[config.mk]
export PLATFORM = sky130hd
export DESIGN_NAME = ubx_frame_builder_flat
export DESIGN_NICKNAME = d
export VERILOG_FILES = /design/src/ubxfb_pkg.sv /design/src/ubxfb_ifs.sv /design/src/ubxfb_front.sv /design/src/ubxfb_queue.sv /design/src/ubxfb_back.sv /design/src/ubx_frame_builder.sv /design/src/flat_wrapper.sv
export SDC_FILE = /design/constraint.sdc
export NUM_CORES = 1
export LEC_CHECK = 0
export ABC_AREA = 1
export BUFFER_PORTS_ARGS = -buffer_cell sky130_fd_sc_hd__buf_2
export CORE_MARGIN = 2
export CORE_UTILIZATION = 31
export CTS_CLUSTER_SIZE = 12
export DETAILED_ROUTE_END_ITERATION = 8
export PLACE_DENSITY_LB_ADDON = 0.25
export SKIP_LAST_GASP = 1
export SYNTH_ARGS = -nofsm -noshare
export SYNTH_HDL_FRONTEND = slang
export SYNTH_SLANG_ARGS = --single-unit
[constraint.sdc]
create_clock -name clock -period 4.2 [get_ports clock]
set_clock_uncertainty 0.05 [all_clocks]
set_input_delay 0.42 -clock clock [delete_from_list [all_inputs] [get_ports clock]]
set_output_delay 0.42 -clock clock [all_outputs]
set_load 0.02 [all_outputs]
[src/ubxfb_pkg.sv]
// ----------------------------------------------------------------------------
// ubxfb_pkg
// Shared types and constants of the frame builder: queued command format,
// status codes, register indexes and byte positions within a command.
// ----------------------------------------------------------------------------
package ubxfb_pkg;

   // Status codes carried on every result item
   localparam logic [1:0] ST_OK       = 2'd0;
   localparam logic [1:0] ST_TOO_LONG = 2'd1;
   localparam logic [1:0] ST_OUTSIDE  = 2'd2;

   // Input item kinds
   localparam logic FUNC_START   = 1'b0;
   localparam logic FUNC_PAYLOAD = 1'b1;

   // Register indexes
   localparam logic [1:0] CSR_SYNC_FIRST      = 2'd0;
   localparam logic [1:0] CSR_SYNC_SECOND     = 2'd1;
   localparam logic [1:0] CSR_MAX_PAYLOAD_LEN = 2'd2;

   localparam logic [7:0]  SYNC_FIRST_RST      = 8'hB5;
   localparam logic [7:0]  SYNC_SECOND_RST     = 8'h62;
   localparam logic [15:0] MAX_PAYLOAD_LEN_RST = 16'd500;

   // Byte positions of a header command
   localparam logic [2:0] STEP_SYNC_1  = 3'd0;
   localparam logic [2:0] STEP_SYNC_2  = 3'd1;
   localparam logic [2:0] STEP_CLASS   = 3'd2;
   localparam logic [2:0] STEP_ID      = 3'd3;
   localparam logic [2:0] STEP_LEN_LO  = 3'd4;
   localparam logic [2:0] STEP_LEN_HI  = 3'd5;
   localparam logic [2:0] STEP_HDR_CKA = 3'd6;
   localparam logic [2:0] STEP_HDR_CKB = 3'd7;

   // Byte positions of a closing payload command
   localparam logic [2:0] STEP_DATA    = 3'd0;
   localparam logic [2:0] STEP_PL_CKA  = 3'd1;
   localparam logic [2:0] STEP_PL_CKB  = 3'd2;

   typedef enum logic [2:0] {
      CMD_HEADER,
      CMD_PAYLOAD,
      CMD_PAYLOAD_LAST,
      CMD_ERR_LONG,
      CMD_ERR_OUTSIDE
   } cmd_kind_type;

   typedef struct packed {
      cmd_kind_type kind;
      logic         len_zero;
      logic [7:0]   msg_class;
      logic [7:0]   msg_id;
      logic [15:0]  payload_len;
      logic [7:0]   data;
   } cmd_type;

   typedef struct packed {
      logic [7:0] sync_first;
      logic [7:0] sync_second;
   } sync_cfg_type;

endpackage

[src/ubxfb_ifs.sv]
// ----------------------------------------------------------------------------
// ubxfb_req_if / ubxfb_rsp_if
// Valid/ready channels of the frame builder: request items in, wire bytes out.
// ----------------------------------------------------------------------------
interface ubxfb_req_if;
   logic        valid;
   logic        ready;
   logic        func;
   logic [7:0]  msg_class;
   logic [7:0]  msg_id;
   logic [15:0] payload_len;
   logic [7:0]  payload_byte;

   modport source (output valid, func, msg_class, msg_id, payload_len, payload_byte,
                   input ready);
   modport sink   (input valid, func, msg_class, msg_id, payload_len, payload_byte,
                   output ready);
endinterface

interface ubxfb_rsp_if;
   logic       valid;
   logic       ready;
   logic [7:0] out_byte;
   logic       frame_end;
   logic [1:0] status;

   modport source (output valid, out_byte, frame_end, status, input ready);
   modport sink   (input valid, out_byte, frame_end, status, output ready);
endinterface

[src/ubxfb_front.sv]
// ----------------------------------------------------------------------------
// ubxfb_front
// Accepts request items, tracks the open frame and turns each item into
// one command for the queue.
// ----------------------------------------------------------------------------
module ubxfb_front
   import ubxfb_pkg::*;
(
   input  logic              clock,
   input  logic              reset,
   ubxfb_req_if.sink         req_if,
   input  logic [15:0]       max_payload_len,
   input  logic              push_ready,
   output logic              push_valid,
   output cmd_type           push_cmd
);

   logic        in_frame_ff,   in_frame_in;
   logic [15:0] bytes_left_ff, bytes_left_in;
   logic [15:0] left_dec;
   logic        take;

   assign req_if.ready = push_ready;
   assign push_valid   = req_if.valid;
   assign take         = req_if.valid && push_ready;
   assign left_dec     = bytes_left_ff - 16'd1;

   always_comb begin
      in_frame_in          = in_frame_ff;
      bytes_left_in        = bytes_left_ff;
      push_cmd.kind        = CMD_ERR_OUTSIDE;
      push_cmd.len_zero    = (req_if.payload_len == 16'd0);
      push_cmd.msg_class   = req_if.msg_class;
      push_cmd.msg_id      = req_if.msg_id;
      push_cmd.payload_len = req_if.payload_len;
      push_cmd.data        = req_if.payload_byte;
      if (req_if.func == FUNC_START) begin
         if (req_if.payload_len > max_payload_len) begin
            push_cmd.kind = CMD_ERR_LONG;
         end else begin
            push_cmd.kind = CMD_HEADER;
            bytes_left_in = req_if.payload_len;
            // a zero-length frame closes right after its header
            in_frame_in   = (req_if.payload_len != 16'd0);
         end
      end else if (in_frame_ff && (bytes_left_ff != 16'd0)) begin
         bytes_left_in = left_dec;
         if (left_dec == 16'd0) begin
            push_cmd.kind = CMD_PAYLOAD_LAST;
            in_frame_in   = 1'b0;
         end else begin
            push_cmd.kind = CMD_PAYLOAD;
         end
      end
   end

   always_ff @(posedge clock) begin
      if (reset) begin
         in_frame_ff   <= 1'b0;
         bytes_left_ff <= 16'd0;
      end else if (take) begin
         in_frame_ff   <= in_frame_in;
         bytes_left_ff <= bytes_left_in;
      end
   end

endmodule

[src/ubxfb_queue.sv]
// ----------------------------------------------------------------------------
// ubxfb_queue
// Small command FIFO between front and back.
// ----------------------------------------------------------------------------
module ubxfb_queue
   import ubxfb_pkg::*;
#(
   parameter int DEPTH = 4
)
(
   input  logic    clock,
   input  logic    reset,
   input  logic    push_valid,
   output logic    push_ready,
   input  cmd_type push_cmd,
   output logic    pop_valid,
   input  logic    pop,
   output cmd_type pop_cmd
);

   localparam int PTR_W = $clog2(DEPTH);
   localparam int CNT_W = $clog2(DEPTH + 1);
   localparam logic [PTR_W-1:0] PTR_LAST = PTR_W'(DEPTH - 1);
   localparam logic [CNT_W-1:0] CNT_FULL = CNT_W'(DEPTH);

   cmd_type          mem [DEPTH];
   logic [PTR_W-1:0] wr_ptr_ff, wr_ptr_in;
   logic [PTR_W-1:0] rd_ptr_ff, rd_ptr_in;
   logic [CNT_W-1:0] count_ff,  count_in;
   logic             do_push, do_pop;

   assign push_ready = (count_ff != CNT_FULL);
   assign pop_valid  = (count_ff != '0);
   assign do_push    = push_valid && push_ready;
   assign do_pop     = pop && pop_valid;
   assign pop_cmd    = mem[rd_ptr_ff];

   always_comb begin
      wr_ptr_in = wr_ptr_ff;
      rd_ptr_in = rd_ptr_ff;
      count_in  = count_ff;
      if (do_push) begin
         wr_ptr_in = (wr_ptr_ff == PTR_LAST) ? '0 : PTR_W'(wr_ptr_ff + 1'b1);
      end
      if (do_pop) begin
         rd_ptr_in = (rd_ptr_ff == PTR_LAST) ? '0 : PTR_W'(rd_ptr_ff + 1'b1);
      end
      if (do_push && !do_pop) begin
         count_in = CNT_W'(count_ff + 1'b1);
      end else if (do_pop && !do_push) begin
         count_in = CNT_W'(count_ff - 1'b1);
      end
   end

   always_ff @(posedge clock) begin
      if (reset) begin
         wr_ptr_ff <= '0;
         rd_ptr_ff <= '0;
         count_ff  <= '0;
      end else begin
         wr_ptr_ff <= wr_ptr_in;
         rd_ptr_ff <= rd_ptr_in;
         count_ff  <= count_in;
      end
   end

   always_ff @(posedge clock) begin
      if (do_push) begin
         mem[wr_ptr_ff] <= push_cmd;
      end
   end

endmodule

[src/ubxfb_back.sv]
// ----------------------------------------------------------------------------
// ubxfb_back
// Expands queued commands into wire bytes, one per cycle unless the result
// channel stalls, keeps the running checksum and drives the registered outputs.
// ----------------------------------------------------------------------------
module ubxfb_back
   import ubxfb_pkg::*;
(
   input  logic          clock,
   input  logic          reset,
   input  sync_cfg_type  sync_cfg,
   input  logic          cmd_valid,
   input  cmd_type       cmd_head,
   output logic          cmd_pop,
   ubxfb_rsp_if.source   rsp_if
);

   cmd_type    cmd_ff,    cmd_in;
   logic       active_ff, active_in;
   logic [2:0] step_ff,   step_in;
   logic [7:0] sum_a_ff,  sum_a_in;
   logic [7:0] sum_b_ff,  sum_b_in;
   logic       rsp_valid_ff, rsp_valid_in;
   logic [7:0] out_byte_ff;
   logic       frame_end_ff;
   logic [1:0] status_ff;

   logic       load_ok, emit, last, absorb;
   logic [7:0] byte_sel;
   logic       end_sel;
   logic [1:0] status_sel;
   logic [7:0] sum_a_next;

   assign load_ok = !rsp_valid_ff || rsp_if.ready;
   assign emit    = active_ff && load_ok;

   // byte selection for the current position of the active command
   always_comb begin
      byte_sel   = 8'd0;
      end_sel    = 1'b0;
      status_sel = ST_OK;
      absorb     = 1'b0;
      last       = 1'b1;
      case (cmd_ff.kind)
         CMD_HEADER: begin
            last = cmd_ff.len_zero ? (step_ff == STEP_HDR_CKB) : (step_ff == STEP_LEN_HI);
            case (step_ff)
               STEP_SYNC_1:  byte_sel = sync_cfg.sync_first;
               STEP_SYNC_2:  byte_sel = sync_cfg.sync_second;
               STEP_CLASS: begin
                  byte_sel = cmd_ff.msg_class;
                  absorb   = 1'b1;
               end
               STEP_ID: begin
                  byte_sel = cmd_ff.msg_id;
                  absorb   = 1'b1;
               end
               STEP_LEN_LO: begin
                  byte_sel = cmd_ff.payload_len[7:0];
                  absorb   = 1'b1;
               end
               STEP_LEN_HI: begin
                  byte_sel = cmd_ff.payload_len[15:8];
                  absorb   = 1'b1;
               end
               STEP_HDR_CKA: byte_sel = sum_a_ff;
               STEP_HDR_CKB: begin
                  byte_sel = sum_b_ff;
                  end_sel  = 1'b1;
               end
               default: byte_sel = 8'd0;
            endcase
         end
         CMD_PAYLOAD: begin
            byte_sel = cmd_ff.data;
            absorb   = 1'b1;
         end
         CMD_PAYLOAD_LAST: begin
            last = (step_ff == STEP_PL_CKB);
            case (step_ff)
               STEP_DATA: begin
                  byte_sel = cmd_ff.data;
                  absorb   = 1'b1;
               end
               STEP_PL_CKA: byte_sel = sum_a_ff;
               STEP_PL_CKB: begin
                  byte_sel = sum_b_ff;
                  end_sel  = 1'b1;
               end
               default: byte_sel = 8'd0;
            endcase
         end
         CMD_ERR_LONG:    status_sel = ST_TOO_LONG;
         CMD_ERR_OUTSIDE: status_sel = ST_OUTSIDE;
         default:         status_sel = ST_OUTSIDE;
      endcase
   end

   assign sum_a_next = sum_a_ff + byte_sel;

   always_comb begin
      sum_a_in = sum_a_ff;
      sum_b_in = sum_b_ff;
      if (emit) begin
         if (cmd_ff.kind == CMD_HEADER && step_ff == STEP_SYNC_1) begin
            sum_a_in = 8'd0;
            sum_b_in = 8'd0;
         end else if (absorb) begin
            sum_a_in = sum_a_next;
            sum_b_in = sum_b_ff + sum_a_next;
         end
      end
   end

   // command sequencing: the next command loads on the cycle the last
   // byte of the current one goes out
   always_comb begin
      cmd_pop   = cmd_valid && (!active_ff || (emit && last));
      cmd_in    = cmd_ff;
      active_in = active_ff;
      step_in   = step_ff;
      if (cmd_pop) begin
         cmd_in    = cmd_head;
         active_in = 1'b1;
         step_in   = 3'd0;
      end else if (emit) begin
         if (last) begin
            active_in = 1'b0;
         end
         step_in = 3'(step_ff + 3'd1);
      end
      rsp_valid_in = emit ? 1'b1 : (rsp_if.ready ? 1'b0 : rsp_valid_ff);
   end

   always_ff @(posedge clock) begin
      if (reset) begin
         active_ff    <= 1'b0;
         step_ff      <= 3'd0;
         sum_a_ff     <= 8'd0;
         sum_b_ff     <= 8'd0;
         rsp_valid_ff <= 1'b0;
      end else begin
         active_ff    <= active_in;
         step_ff      <= step_in;
         sum_a_ff     <= sum_a_in;
         sum_b_ff     <= sum_b_in;
         rsp_valid_ff <= rsp_valid_in;
      end
   end

   always_ff @(posedge clock) begin
      cmd_ff <= cmd_in;
      if (emit) begin
         out_byte_ff  <= byte_sel;
         frame_end_ff <= end_sel;
         status_ff    <= status_sel;
      end
   end

   assign rsp_if.valid     = rsp_valid_ff;
   assign rsp_if.out_byte  = out_byte_ff;
   assign rsp_if.frame_end = frame_end_ff;
   assign rsp_if.status    = status_ff;

endmodule

[src/ubx_frame_builder.sv]
// Path of an accepted item: queue, back end command register, output register.
// Throughput: one output byte per cycle while the receiver is ready (the byte
//   sequencer); payload items at 1 per cycle; a header sends sync to length,
//   plus checksums if empty; closing payload data and checksums; errors a byte.
// Reset (synchronous, active high) empties the queue, closes any open frame,
//   clears both checksums and loads the register reset values.
// ----------------------------------------------------------------------------
// ubx_frame_builder
// Binary command frame encoder with a two-byte Fletcher-style checksum.
// ----------------------------------------------------------------------------
module ubx_frame_builder
   import ubxfb_pkg::*;
#(
   parameter int QUEUE_DEPTH = 4
)
(
   input  logic         clock,
   input  logic         reset,
   ubxfb_req_if.sink    req_if,
   ubxfb_rsp_if.source  rsp_if,
   input  logic         csr_we,
   input  logic [1:0]   csr_index,
   input  logic [15:0]  csr_wdata
);

   // Config registers; user must write them only while the block is idle; not enforced
   logic [7:0]  sync_first_ff;
   logic [7:0]  sync_second_ff;
   logic [15:0] max_len_ff;

   always_ff @(posedge clock) begin
      if (reset) begin
         sync_first_ff  <= SYNC_FIRST_RST;
         sync_second_ff <= SYNC_SECOND_RST;
         max_len_ff     <= MAX_PAYLOAD_LEN_RST;
      end else if (csr_we) begin
         case (csr_index)
            CSR_SYNC_FIRST:      sync_first_ff  <= csr_wdata[7:0];
            CSR_SYNC_SECOND:     sync_second_ff <= csr_wdata[7:0];
            CSR_MAX_PAYLOAD_LEN: max_len_ff     <= csr_wdata;
            default: ;  // no register at this index
         endcase
      end
   end

   sync_cfg_type sync_cfg;
   assign sync_cfg.sync_first  = sync_first_ff;
   assign sync_cfg.sync_second = sync_second_ff;

   // Front: classifies each item against the open frame into one command
   logic    push_valid, push_ready;
   cmd_type push_cmd;

   ubxfb_front u_front (
      .clock           (clock),
      .reset           (reset),
      .req_if          (req_if),
      .max_payload_len (max_len_ff),
      .push_ready      (push_ready),
      .push_valid      (push_valid),
      .push_cmd        (push_cmd)
   );

   // Queue decouples item intake from byte expansion
   logic    pop_valid, pop;
   cmd_type pop_cmd;

   ubxfb_queue #(
      .DEPTH (QUEUE_DEPTH)
   ) u_queue (
      .clock      (clock),
      .reset      (reset),
      .push_valid (push_valid),
      .push_ready (push_ready),
      .push_cmd   (push_cmd),
      .pop_valid  (pop_valid),
      .pop        (pop),
      .pop_cmd    (pop_cmd)
   );

   // Back: one wire byte per cycle unless stalled, checksum, registered output item
   ubxfb_back u_back (
      .clock     (clock),
      .reset     (reset),
      .sync_cfg  (sync_cfg),
      .cmd_valid (pop_valid),
      .cmd_head  (pop_cmd),
      .cmd_pop   (pop),
      .rsp_if    (rsp_if)
   );

endmodule

[src/flat_wrapper.sv]
// flat-port wrapper written by rule: the top's interface ports become plain ports
module ubx_frame_builder_flat import ubxfb_pkg::*;
#(
   parameter int QUEUE_DEPTH = 4
)
  (clock, reset, csr_we, csr_index, csr_wdata, req_if_valid, req_if_func, req_if_msg_class, req_if_msg_id, req_if_payload_len, req_if_payload_byte, req_if_ready, rsp_if_valid, rsp_if_out_byte, rsp_if_frame_end, rsp_if_status, rsp_if_ready);
  ubxfb_req_if req_if_i ();
  ubxfb_rsp_if rsp_if_i ();
  input  logic clock;
  input  logic reset;
  input  logic csr_we;
  input  logic [1:0] csr_index;
  input  logic [15:0] csr_wdata;
  input wire logic [$bits(req_if_i.valid)-1:0] req_if_valid;
  input wire logic [$bits(req_if_i.func)-1:0] req_if_func;
  input wire logic [$bits(req_if_i.msg_class)-1:0] req_if_msg_class;
  input wire logic [$bits(req_if_i.msg_id)-1:0] req_if_msg_id;
  input wire logic [$bits(req_if_i.payload_len)-1:0] req_if_payload_len;
  input wire logic [$bits(req_if_i.payload_byte)-1:0] req_if_payload_byte;
  output wire logic [$bits(req_if_i.ready)-1:0] req_if_ready;
  output wire logic [$bits(rsp_if_i.valid)-1:0] rsp_if_valid;
  output wire logic [$bits(rsp_if_i.out_byte)-1:0] rsp_if_out_byte;
  output wire logic [$bits(rsp_if_i.frame_end)-1:0] rsp_if_frame_end;
  output wire logic [$bits(rsp_if_i.status)-1:0] rsp_if_status;
  input wire logic [$bits(rsp_if_i.ready)-1:0] rsp_if_ready;
  assign req_if_i.valid = req_if_valid;
  assign req_if_i.func = req_if_func;
  assign req_if_i.msg_class = req_if_msg_class;
  assign req_if_i.msg_id = req_if_msg_id;
  assign req_if_i.payload_len = req_if_payload_len;
  assign req_if_i.payload_byte = req_if_payload_byte;
  assign req_if_ready = req_if_i.ready;
  assign rsp_if_valid = rsp_if_i.valid;
  assign rsp_if_out_byte = rsp_if_i.out_byte;
  assign rsp_if_frame_end = rsp_if_i.frame_end;
  assign rsp_if_status = rsp_if_i.status;
  assign rsp_if_i.ready = rsp_if_ready;
  ubx_frame_builder #(.QUEUE_DEPTH(QUEUE_DEPTH)) u_core (.clock(clock), .reset(reset), .req_if(req_if_i), .rsp_if(rsp_if_i), .csr_we(csr_we), .csr_index(csr_index), .csr_wdata(csr_wdata));
endmodule
-- Yosys cells after proc, flatten, opt, wreduce, memory -nomap -nowiden
Memories as Yosys holds them, arrays and structs flattened. A register that Yosys moved wholly into a read port is not among the register bits.
Cells that the tools add are included.
- order comparisons: 1
- eq/ne operators: 18
- add/subtract/negate cells: 8
- reductions and logical operators: 38
- multiplexer cells: 38
- operators with widths (operator ; count):
    8-bit case mux with 8 select lines ; 1
    16-bit two-way mux ; 3
    8-bit case mux with 3 select lines ; 2
    16-bit logical NOT ; 2
    8-bit two-way mux ; 4
    16-bit nonzero test ; 2
    8-bit adder ; 2
    16-bit > comparator ; 1
    1-bit two-way mux ; 16
    16-bit by 1-bit subtractor with 16-bit output (second input constant) ; 1
    3-bit by 2-bit equality test with 1-bit output (second input constant) ; 4
    3-bit equality test (second input constant) ; 4
    3-bit two-way mux ; 4
    2-bit AND reduction ; 5
    2-bit nonzero test ; 5
    1-bit logical AND ; 9
    2-bit two-way mux ; 4
    3-bit by 1-bit adder with 3-bit output (second input constant) ; 2
    2-bit equality test (second input constant) ; 3
    3-bit by 1-bit equality test with 1-bit output (second input constant) ; 2
    3-bit logical NOT ; 2
    2-bit by 1-bit adder with 2-bit output (second input constant) ; 2
    1-bit logical NOT ; 4
    2-bit by 1-bit inequality test with 1-bit output (second input constant) ; 2
    other kinds (15) ; 17
- logic and storage cells: 120
- memories kept: 1
- bits of input ports: 64
- flip-flop bits (word level): 88
- bits in writable memories: 176
- output and inout bits: 13
- memories (name ; depth ; bits a word ; rd ports ; clocked after Yosys merged registers in ; write ports ; RTL line ; source):
    u_core.u_queue.mem ; 4 ; 44 ; 1 ; 1 ; 1 ; ubxfb_queue.sv:26 ; cmd_type mem [DEPTH];

-- Logic depth before layout (Yosys ltp)
Gate-level depths: netlist of the first run.
- word-level depth: 10
- depth in mapped cells: 28
- depth with buffers taken out: 26

-- Cells and area by module
A second synthesis of the first run with hierarchy kept.
- cell total of the unflattened synthesis: 1434
- area total of the unflattened synthesis: 14531.4 sq um
- by module, submodules not included (module ; instances ; cells each ; sequential area each (sq um) ; area an instance (sq um)):
    ubxfb_queue ; 1 ; 494 ; 5465.2 ; 7101.8
    ubxfb_back ; 1 ; 424 ; 2072.0 ; 4047.6
    ubxfb_front ; 1 ; 335 ; 340.3 ; 2082.0
    ubx_frame_builder ; 1 ; 181 ; 640.6 ; 1300.0

-- Least setup slack after synthesis of the first run
No wires, ideal clock.
- path kind: register to register
- from: register u_core.u_back.step_ff[0]
- to: register u_core.u_back.sum_b_ff[7]
- data arrival time: 3.880 ns
- path buffers: 1
- library setup time: 0.067 ns
- period minus slack after synthesis: 3.997 ns
- setup slack: 0.203 ns
- cell stages (with the launch flop): 27
- required time: 4.083 ns
- cells stage by stage: dfxtp_1 > ha_1 > ha_1 > buf_2 > nor2_1 > nand2_1 > nor2_4 > nand2_1 > o221ai_1 > o211ai_1 > ha_1 > fa_1 > nand3_1 > nand2_1 > nand2_1 > nand2_1 > a21oi_1 > xor2_1 > inv_1 > ha_1 > a21oi_1 > nand3_1 > xnor2_1 > inv_1 > nand3_2 > nand3_2 > a21oi_2
- cells in the longest elaborated chain, start to end: 7
- elaborated cells between the ends (all ways): 22
- those cells by class: add/sub (2); eq/ne (7); mux (8); reduce/logical (5)
- RTL lines (element ; RTL line ; source):
    start: declaration ; ubxfb_back.sv:20 ; logic [2:0] step_ff, step_in;
    start signal: assignment ; ubxfb_back.sv:144 ; step_ff <= step_in;
    3-bit equality test, or another cell as far along ; ubxfb_back.sv:47 ; case (step_ff)
    8-bit case mux with 8 select lines or 8-bit case mux with 3 select lines (tied branches) ; ubxfb_back.sv:47, ubxfb_back.sv:80 ;
    8-bit case mux with 3 select lines * ; ubxfb_back.sv:44 ; case (cmd_ff.kind)
    net u_core.u_back.byte_sel[0] ; ubxfb_back.sv:29 ; logic [7:0] byte_sel;
    8-bit adder * ; ubxfb_back.sv:99 ; assign sum_a_next = sum_a_ff + byte_sel;
    8-bit adder * ; ubxfb_back.sv:110 ; sum_b_in = sum_b_ff + sum_a_next;
    8-bit two-way mux * ; ubxfb_back.sv:108 ; end else if (absorb) begin
    8-bit two-way mux * ; ubxfb_back.sv:105 ; if (cmd_ff.kind == CMD_HEADER && step_ff == STEP_SYNC_1) begin
    end signal: assignment ; ubxfb_back.sv:146 ; sum_b_ff <= sum_b_in;
    end: declaration ; ubxfb_back.sv:22 ; logic [7:0] sum_b_ff, sum_b_in;
Mark *: on every way through the listed nets, which the timed path passes. The rest lies on a longest branch. The select of a mux whose other input is x is not followed.
A chain may end at the register's enable or synchronous reset.

-- Worst setup path after layout of the first run
- from: register u_core.u_back.step_ff[0]
- to: register u_core.u_back.sum_b_ff[6]
The elaborated chain is that of the path after synthesis.

==> results of run 1 <==
==> what timing repair did <==
action | CTS | global route
pin swaps | 1 | 11
hold buffers | 0 | 0
gates resized for setup | 3 | 25
endpoints found under the setup margin | 2 | 4
setup buffers | 0 | 2
==> logic make-up (layout without fill, tap and decap cells) <==
kind of cell             count (synthesis)  after routing
AND/OR/NAND/NOR                        453            453
XOR/XNOR                                15             15
AO/OA/AOI/OAI                          314            314
multiplexers                             5              5
buffers and inverters                  150            286
adder cells (fa/ha/maj)                 48             48
flip-flops                             308            308
==> cell usage after synthesis, drive strengths merged <==
library cell  instances
ha                   45
clkinv                3
edfxtp              231
a211oi                1
buf                   9
dfxtp                77
clkbuf               41
a21oi                77
xor2                 10
and2                  1
o211ai                9
a31oi                 2
nand4                 3
inv                  97
or2                   3
nor2                185
o221ai                7
a21boi                1
o2111ai               5
o21ai               148
mux2i                 5
nand2               199
o22ai                47
a311oi                5
a22oi                 3
nor3                  5
nand3                50
fa                    3
o31ai                 2
a221oi                7
nand3b                3
xnor2                 5
nor4                  4
==> metal layers <==
layer  vias up  wire length (µm)  GRT usage (%)
met3        43              1550           3.08
met5         -                 0              0
met2       204             17200           25.7
met1      4645             17100           22.4
met4         0               826           4.91
li1       4778                 -              -
==> area by class of cell <==
| cell class | count | area share, % |
|---|---|---|
| Multi-Input combinational cell | 835 | 28.9 |
| Clock inverter | 12 | 1.27 |
| Clock buffer | 54 | 6.45 |
| Inverter | 100 | 2.37 |
| Tap cell | 585 | 4.50 |
| Timing Repair Buffer | 120 | 4.37 |
| Sequential cell | 308 | 52.1 |
==> power breakdown <==
group	switching (W)	leakage, nW	total, W	internal (W)
clock network	0.00125	0.608	0.00325	0.00200
registers	0.000328	2.78	0.00434	0.00401
logic	0.00190	2.75	0.00281	0.000905
==> through the flow <==
step	setup TNS [ns]	setup slack, ns	utilization (%)	power [W]
floorplan	0	0.203	-	0.00605
global placement	0	0.0135	34.3	0.00710
detailed placement	-0.0927	-0.0911	34.3	0.00714
CTS	0	0.0211	37.3	0.0104
global route	-0.137	-0.0874	37.6	0.0110
finish	0	0.213	37.6	0.0104
==> cell usage in the layout, fill, tap and decap left out, types with 11 or more instances in the layout <==
| cell type | synthesis | final |
|---|---|---|
| clkbuf_16 | 0 | 37 |
| inv_1 | 88 | 86 |
| clkbuf_1 | 40 | 11 |
| nand2_1 | 187 | 186 |
| o22ai_1 | 47 | 47 |
| dfxtp_1 | 77 | 74 |
| buf_4 | 0 | 44 |
| ha_1 | 45 | 37 |
| o21ai_0 | 140 | 138 |
| nand3_1 | 46 | 44 |
| nor2_1 | 175 | 171 |
| edfxtp_1 | 231 | 231 |
| a21oi_1 | 74 | 72 |
| buf_2 | 4 | 76 |
==> flip-flops by register name, indices dropped and copies added (netlist names), 3 cells and up <==
name	flops
u_core.sync_first_ff	8
u_core.sync_second_ff	8
u_core.max_len_ff	16
u_core.u_queue.mem	176
u_core.u_queue.count_ff	3
u_core.u_back.cmd_ff	44
u_core.u_back.sum_a_ff	8
u_core.u_back.step_ff	3
u_core.u_back.sum_b_ff	8
u_core.u_front.bytes_left_ff	16
u_core.u_back.rsp_if.out_byte	8
==> how the worst max path moves through the flow <==
stage                                                   to  cells after the start                                  start  slack (ns)
global placement    u_core.u_back.sum_b_ff[7]$_SDFFE_PP0P_                     25  u_core.u_back.step_ff[0]$_SDFFE_PP0P_        0.01
floorplan           u_core.u_back.sum_b_ff[7]$_SDFFE_PP0P_                     26  u_core.u_back.step_ff[0]$_SDFFE_PP0P_        0.20
finish              u_core.u_back.sum_b_ff[6]$_SDFFE_PP0P_                     24  u_core.u_back.step_ff[0]$_SDFFE_PP0P_        0.21
detailed placement  u_core.u_back.sum_b_ff[7]$_SDFFE_PP0P_                     25  u_core.u_back.step_ff[0]$_SDFFE_PP0P_       -0.09
CTS                 u_core.u_back.sum_b_ff[7]$_SDFFE_PP0P_                     25  u_core.u_back.step_ff[0]$_SDFFE_PP0P_        0.02
global route        u_core.u_back.sum_b_ff[7]$_SDFFE_PP0P_                     25  u_core.u_back.step_ff[0]$_SDFFE_PP0P_       -0.09
==> impl_metrics.yaml, run 1 <==
outcome:
  status: "finished, final reports clean"
worst_setup_path:
  worst_ep_required_time_ns: 4.55
  critPathMaxStageDelay_ns: 0.35
  crit_slowest_cell: "dfxtp_2"
  r2r_start: "u_core.u_back.step_ff[0]$_SDFFE_PP0P_"
  start_kind: "register"
  crit_type: "register to register"
  arrival_ns: 4.33
  cp_max_fo: 3
  cp_top_family: "adder cells"
  ff2ff_setup_slack_ns: 0.21
  worstRegToRegCells: 24
  crit_path_end_kind: "register"
  crit_path_cell_trace: "inv_1, ha_1, nand2_2, inv_1, a221oi_2, nand3_1, o221ai_2, o211ai_1, ha_2, fa_2, buf_4, xor2_2, ha_4, inv_2, nor2_1, o21ai_1, nand2_1, nand2_1, nand2_1, a21oi_1, xor2_1, nor2_1, a21oi_1, nor2_1"
  worst_r2r_endpoint: "u_core.u_back.sum_b_ff[6]$_SDFFE_PP0P_"
  path_buf_inv: 4
sta:
  min_period_ns: 3.99
  rsz0062_at_grt: "true"
  setup_viol: 0
  post-route-period-util_pct: 94.9
  slew_violations: 0
  timing.fmax_mhz: 251
  slew_headroom_pct: 34.6
  tightestPinTransition_ns: 0.973
  hold_violations: 0
  whs_ns: 0.0378
logic_synthesis:
  synth_top_family_by_area: "simple AND/OR/NAND/NOR gates"
  synth_top_area_share_pct: 50.9
  synth_compound_area_share_pct: 13.1
  ys_seq_elements: 308
  netlist_area_um2: 13600
  synth-simple-area-share_pct: 14.2
  synth-xor-area-share_pct: 0.964
  synth.area.mux_share_pct: 0.367
  ys_types: 48
  synth_area_leaders: "edfxtp_1 51%, dfxtp_1 11%, nand2_1 5.2%"
  synth-adder-area-share_pct: 4.57
  seq_area_frac_synth_pct: 62.2
  yosys_warnings: 0
  post-synth-top-area-cell: "edfxtp_1"
  syn_nets: 1405
  synth_cells: 1293
  avgSynthCellArea_um2: 10.5
pwr:
  total_leakage_power_nw: 6.14
  vdd_drop_max_mv: 0.309
  power_density_nw_per_um2: 639
place:
  dp_cells: 1946
  placed_area_um2: 14900
  gp_congestion: 0.885
  io_buffer_count: 76
  hpwlAfterDp_mm: 25.1
global_route:
  grt_pass1_vias: 9195
  track_usage_pct: 16.2
  grt_max_degree: 76
  grt_pass1_wl_mm: 55.4
  grt-ovfl-total: 0
  antenna_found_initial: 0
floorplan:
  rows: 76
  die_w_um: 214
  die_h_um: 214
  core_um2: 43300
  dieArea_um2: 45700
  ios: 77
  start_util_pct: 31.5
cts:
  clk_latency_ns: 0.55
  cts.clk_slew.worst_paths_ns: 0.06
  htree_levels: 2
  cts.sinks: 308
  clockBufferDepth: 3
  cts_tree: "yes"
  cts.root.buffer_cell: "clkbuf_16"
  cts_buffers: 36
detailed_routing:
  route.detailed.drc: 0
  wl_per_cell_um: 18.2
  routed_wirelength_mm: 36.7
  vias: 9670
  viasPerCell: 4.80
  ant_nets: 0
  first_pass_iters: 5
  drt-initial-drc-count: 773
worst_hold_path:
  holdPathStages: 1
  hold_start: "req_if_msg_class[0]"
  hp-class: "primary input to register"
  hold_end: "u_core.u_queue.mem[2][32]$_DFFE_PP_"
layout:
  ff_latch_area_um2: 8480
  diodes: 0
  drive_gt1_share_pct: 17.6
  layout.nets: 1513
  area_delta_synth_final_pct: 19.4
  stdcell_area_um2: 16300
  stdcell_count: 2014
  multi_input_area_um2: 4700
  fillCellCount: 4212
run:
  drv_cap: 0
(Power assumes the default switching activity.)
==> inputs of run 2 (changes only) <==
PLACE_DENSITY = 0.52   (was not set)
PLACE_DENSITY_LB_ADDON = not set   (was 0.25)
==> run 2 against run 1 <==
Net effect: via count rose by 0.92%; clock power fell by 6%; cell count about the same; core utilization decreased by 0.14 points; setup slack worse by 0.062 ns; register-to-register slack got worse by 0.06 ns; non-clock buffer count is 1 lower; first-iteration DRC count down 15%; global-route usage up 0.078 points.
==> impl_metrics.yaml, run 2 (synthesis gave the netlist of run 1 again) <==
floorplan:
  start_util_pct: 31.5
  core_um2: 43300
  ios: 77
  dieArea_um2: 45700
  rows: 76
  die_w_um: 214
  die_h_um: 214
pwr:
  vdd_drop_max_mv: 0.302
  total_leakage_power_nw: 6.11
  power_density_nw_per_um2: 630
worst_setup_path:
  start_kind: "register"
  cp_max_fo: 5
  crit_path_end_kind: "register"
  arrival_ns: 4.46
  worst_ep_required_time_ns: 4.61
  critPathMaxStageDelay_ns: 0.35
  crit_slowest_cell: "dfxtp_2"
  cp_top_family: "compound AO/OA/AOI/OAI gates"
  path_buf_inv: 7
  crit_type: "register to register"
cts:
  clk_latency_ns: 0.55
  cts_buffers: 36
  htree_levels: 2
  cts.root.buffer_cell: "clkbuf_16"
  clockBufferDepth: 3
  holdBufCountCts: 0
  cts_tree: "yes"
  cts.clk_slew.worst_paths_ns: 0.06
  cts.sinks: 308
layout:
  most-common-layout-cells: "231 x edfxtp_1, 185 x nand2_1, 171 x nor2_1, 139 x o21ai_0, 87 x inv_1"
  stdcell_count: 2012
  layout.nets: 1512
  diodes: 0
  area_delta_synth_final_pct: 18.9
  final_common_cell: "edfxtp_1"
  regMostFlops: "u_core.u_queue.mem"
  largest_register_ffs: 176
  fillCellCount: 4256
  drive_gt1_share_pct: 17.8
  biggestRegsByFlops: "u_core.u_queue.mem: 176 flops, u_core.u_back.cmd_ff: 44 flops"
  utilization_pct: 37.5
worst_hold_path:
  hp-class: "primary input to register"
sta:
  setup_viol: 0
  rsz0062_at_grt: "true"
  timing.fmax_mhz: 247
  setup_slack_ns: 0.151
  post-route-period-util_pct: 96.4
  setup-tns-final_ns: 0
  hold_violations: 0
  slew_violations: 0
  tightestPinTransition_ns: 0.946
  min_period_ns: 4.05
  slew_headroom_pct: 36.3
place:
  io_buffer_count: 76
  pre_cts_ws_ns: -0.0702
  hpwlAfterDp_mm: 24.5
  dp_cells: 1944
  gp_congestion: 0.858
global_route:
  track_usage_pct: 16.2
  grt_pass1_wl_mm: 56.2
  antenna_found_initial: 0
  grt-ovfl-total: 0
  grt_max_degree: 75
  grt_pass1_vias: 9290
run:
  drv_cap: 0
detailed_routing:
  viasPerCell: 4.85
  vias: 9759
  first_pass_iters: 5
  routed_wirelength_mm: 36.5
  wl_per_cell_um: 18.1
  route.detailed.drc: 0
  drt-initial-drc-count: 660
  ant_nets: 0
outcome:
  status: "finished, final reports clean"
[run 2: area by class of cell]
cell class,count,area (µm²),area share (%)
flip-flops and latches,308,8480,52.3
repair buffers,119,703,4.34
clock inverters,12,148,0.911
inverters,100,385,2.38
well taps,585,732,4.52
clock buffers,53,1020,6.29
multi-input cells,835,4740,29.2
[run 2: per-layer routing]
metal / track usage [%] / vias up / share of wire [%]
met5: 0 / - / 0
met4: 5.17 / 0 / 2.2
met3: 2.40 / 48 / 3.7
met2: 26.5 / 184 / 47
met1: 22.3 / 4755 / 47
li1: - / 4772 / -
[run 2: report_power, final]
group / internal (W) / total, W / switching, W
Combinational: 0.000916 / 0.00282 / 0.00190
Sequential: 0.00401 / 0.00433 / 0.000324
Clock: 0.00182 / 0.00306 / 0.00124
[run 2: worst paths after layout]
check / startpoint / cells past startpoint / endpoint / slack [ns]
worst max-delay path: u_core.u_back.step_ff[0]$_SDFFE_PP0P_ / 26 / u_core.u_back.sum_b_ff[7]$_SDFFE_PP0P_ / 0.15
worst min-delay path: req_if_msg_id[4] / 1 / u_core.u_queue.mem[2][28]$_DFFE_PP_ / 0.04
worst max register to register: u_core.u_back.step_ff[0]$_SDFFE_PP0P_ / 26 / u_core.u_back.sum_b_ff[7]$_SDFFE_PP0P_ / 0.15
worst min register to register: u_core.u_front.in_frame_ff$_SDFFE_PP0P_ / 2 / u_core.u_front.in_frame_ff$_SDFFE_PP0P_ / 0.42
[run 2: worst register-to-register path, delay by kind of cell (launching register included)]
kind,cells,cell delay [ns]
AOI/OAI and AO/OA,6,0.98
xor gates and xnor gates,2,0.26
adders and majority gates,3,0.79
buffers and inverters,7,0.74
DFF,1,0.35
and+or+nand+nor,8,0.78
[run 2: stage by stage]
step	instance area [µm²]	hold WS [ns]	total power, W
after floorplan	13600	0.379	0.00605
after global placement	14800	0.409	0.00707
after detailed placement	14800	0.412	0.00711
after CTS	16000	0.00960	0.0102
after global routing	16200	0.0216	0.0108
final	16200	0.0395	0.0102
[run 2: what timing repair did]
action                                  CTS  global route
gates resized for setup                   3            29
setup buffers                             1             2
endpoints found under the setup margin    2             3
pin swaps                                 2             7
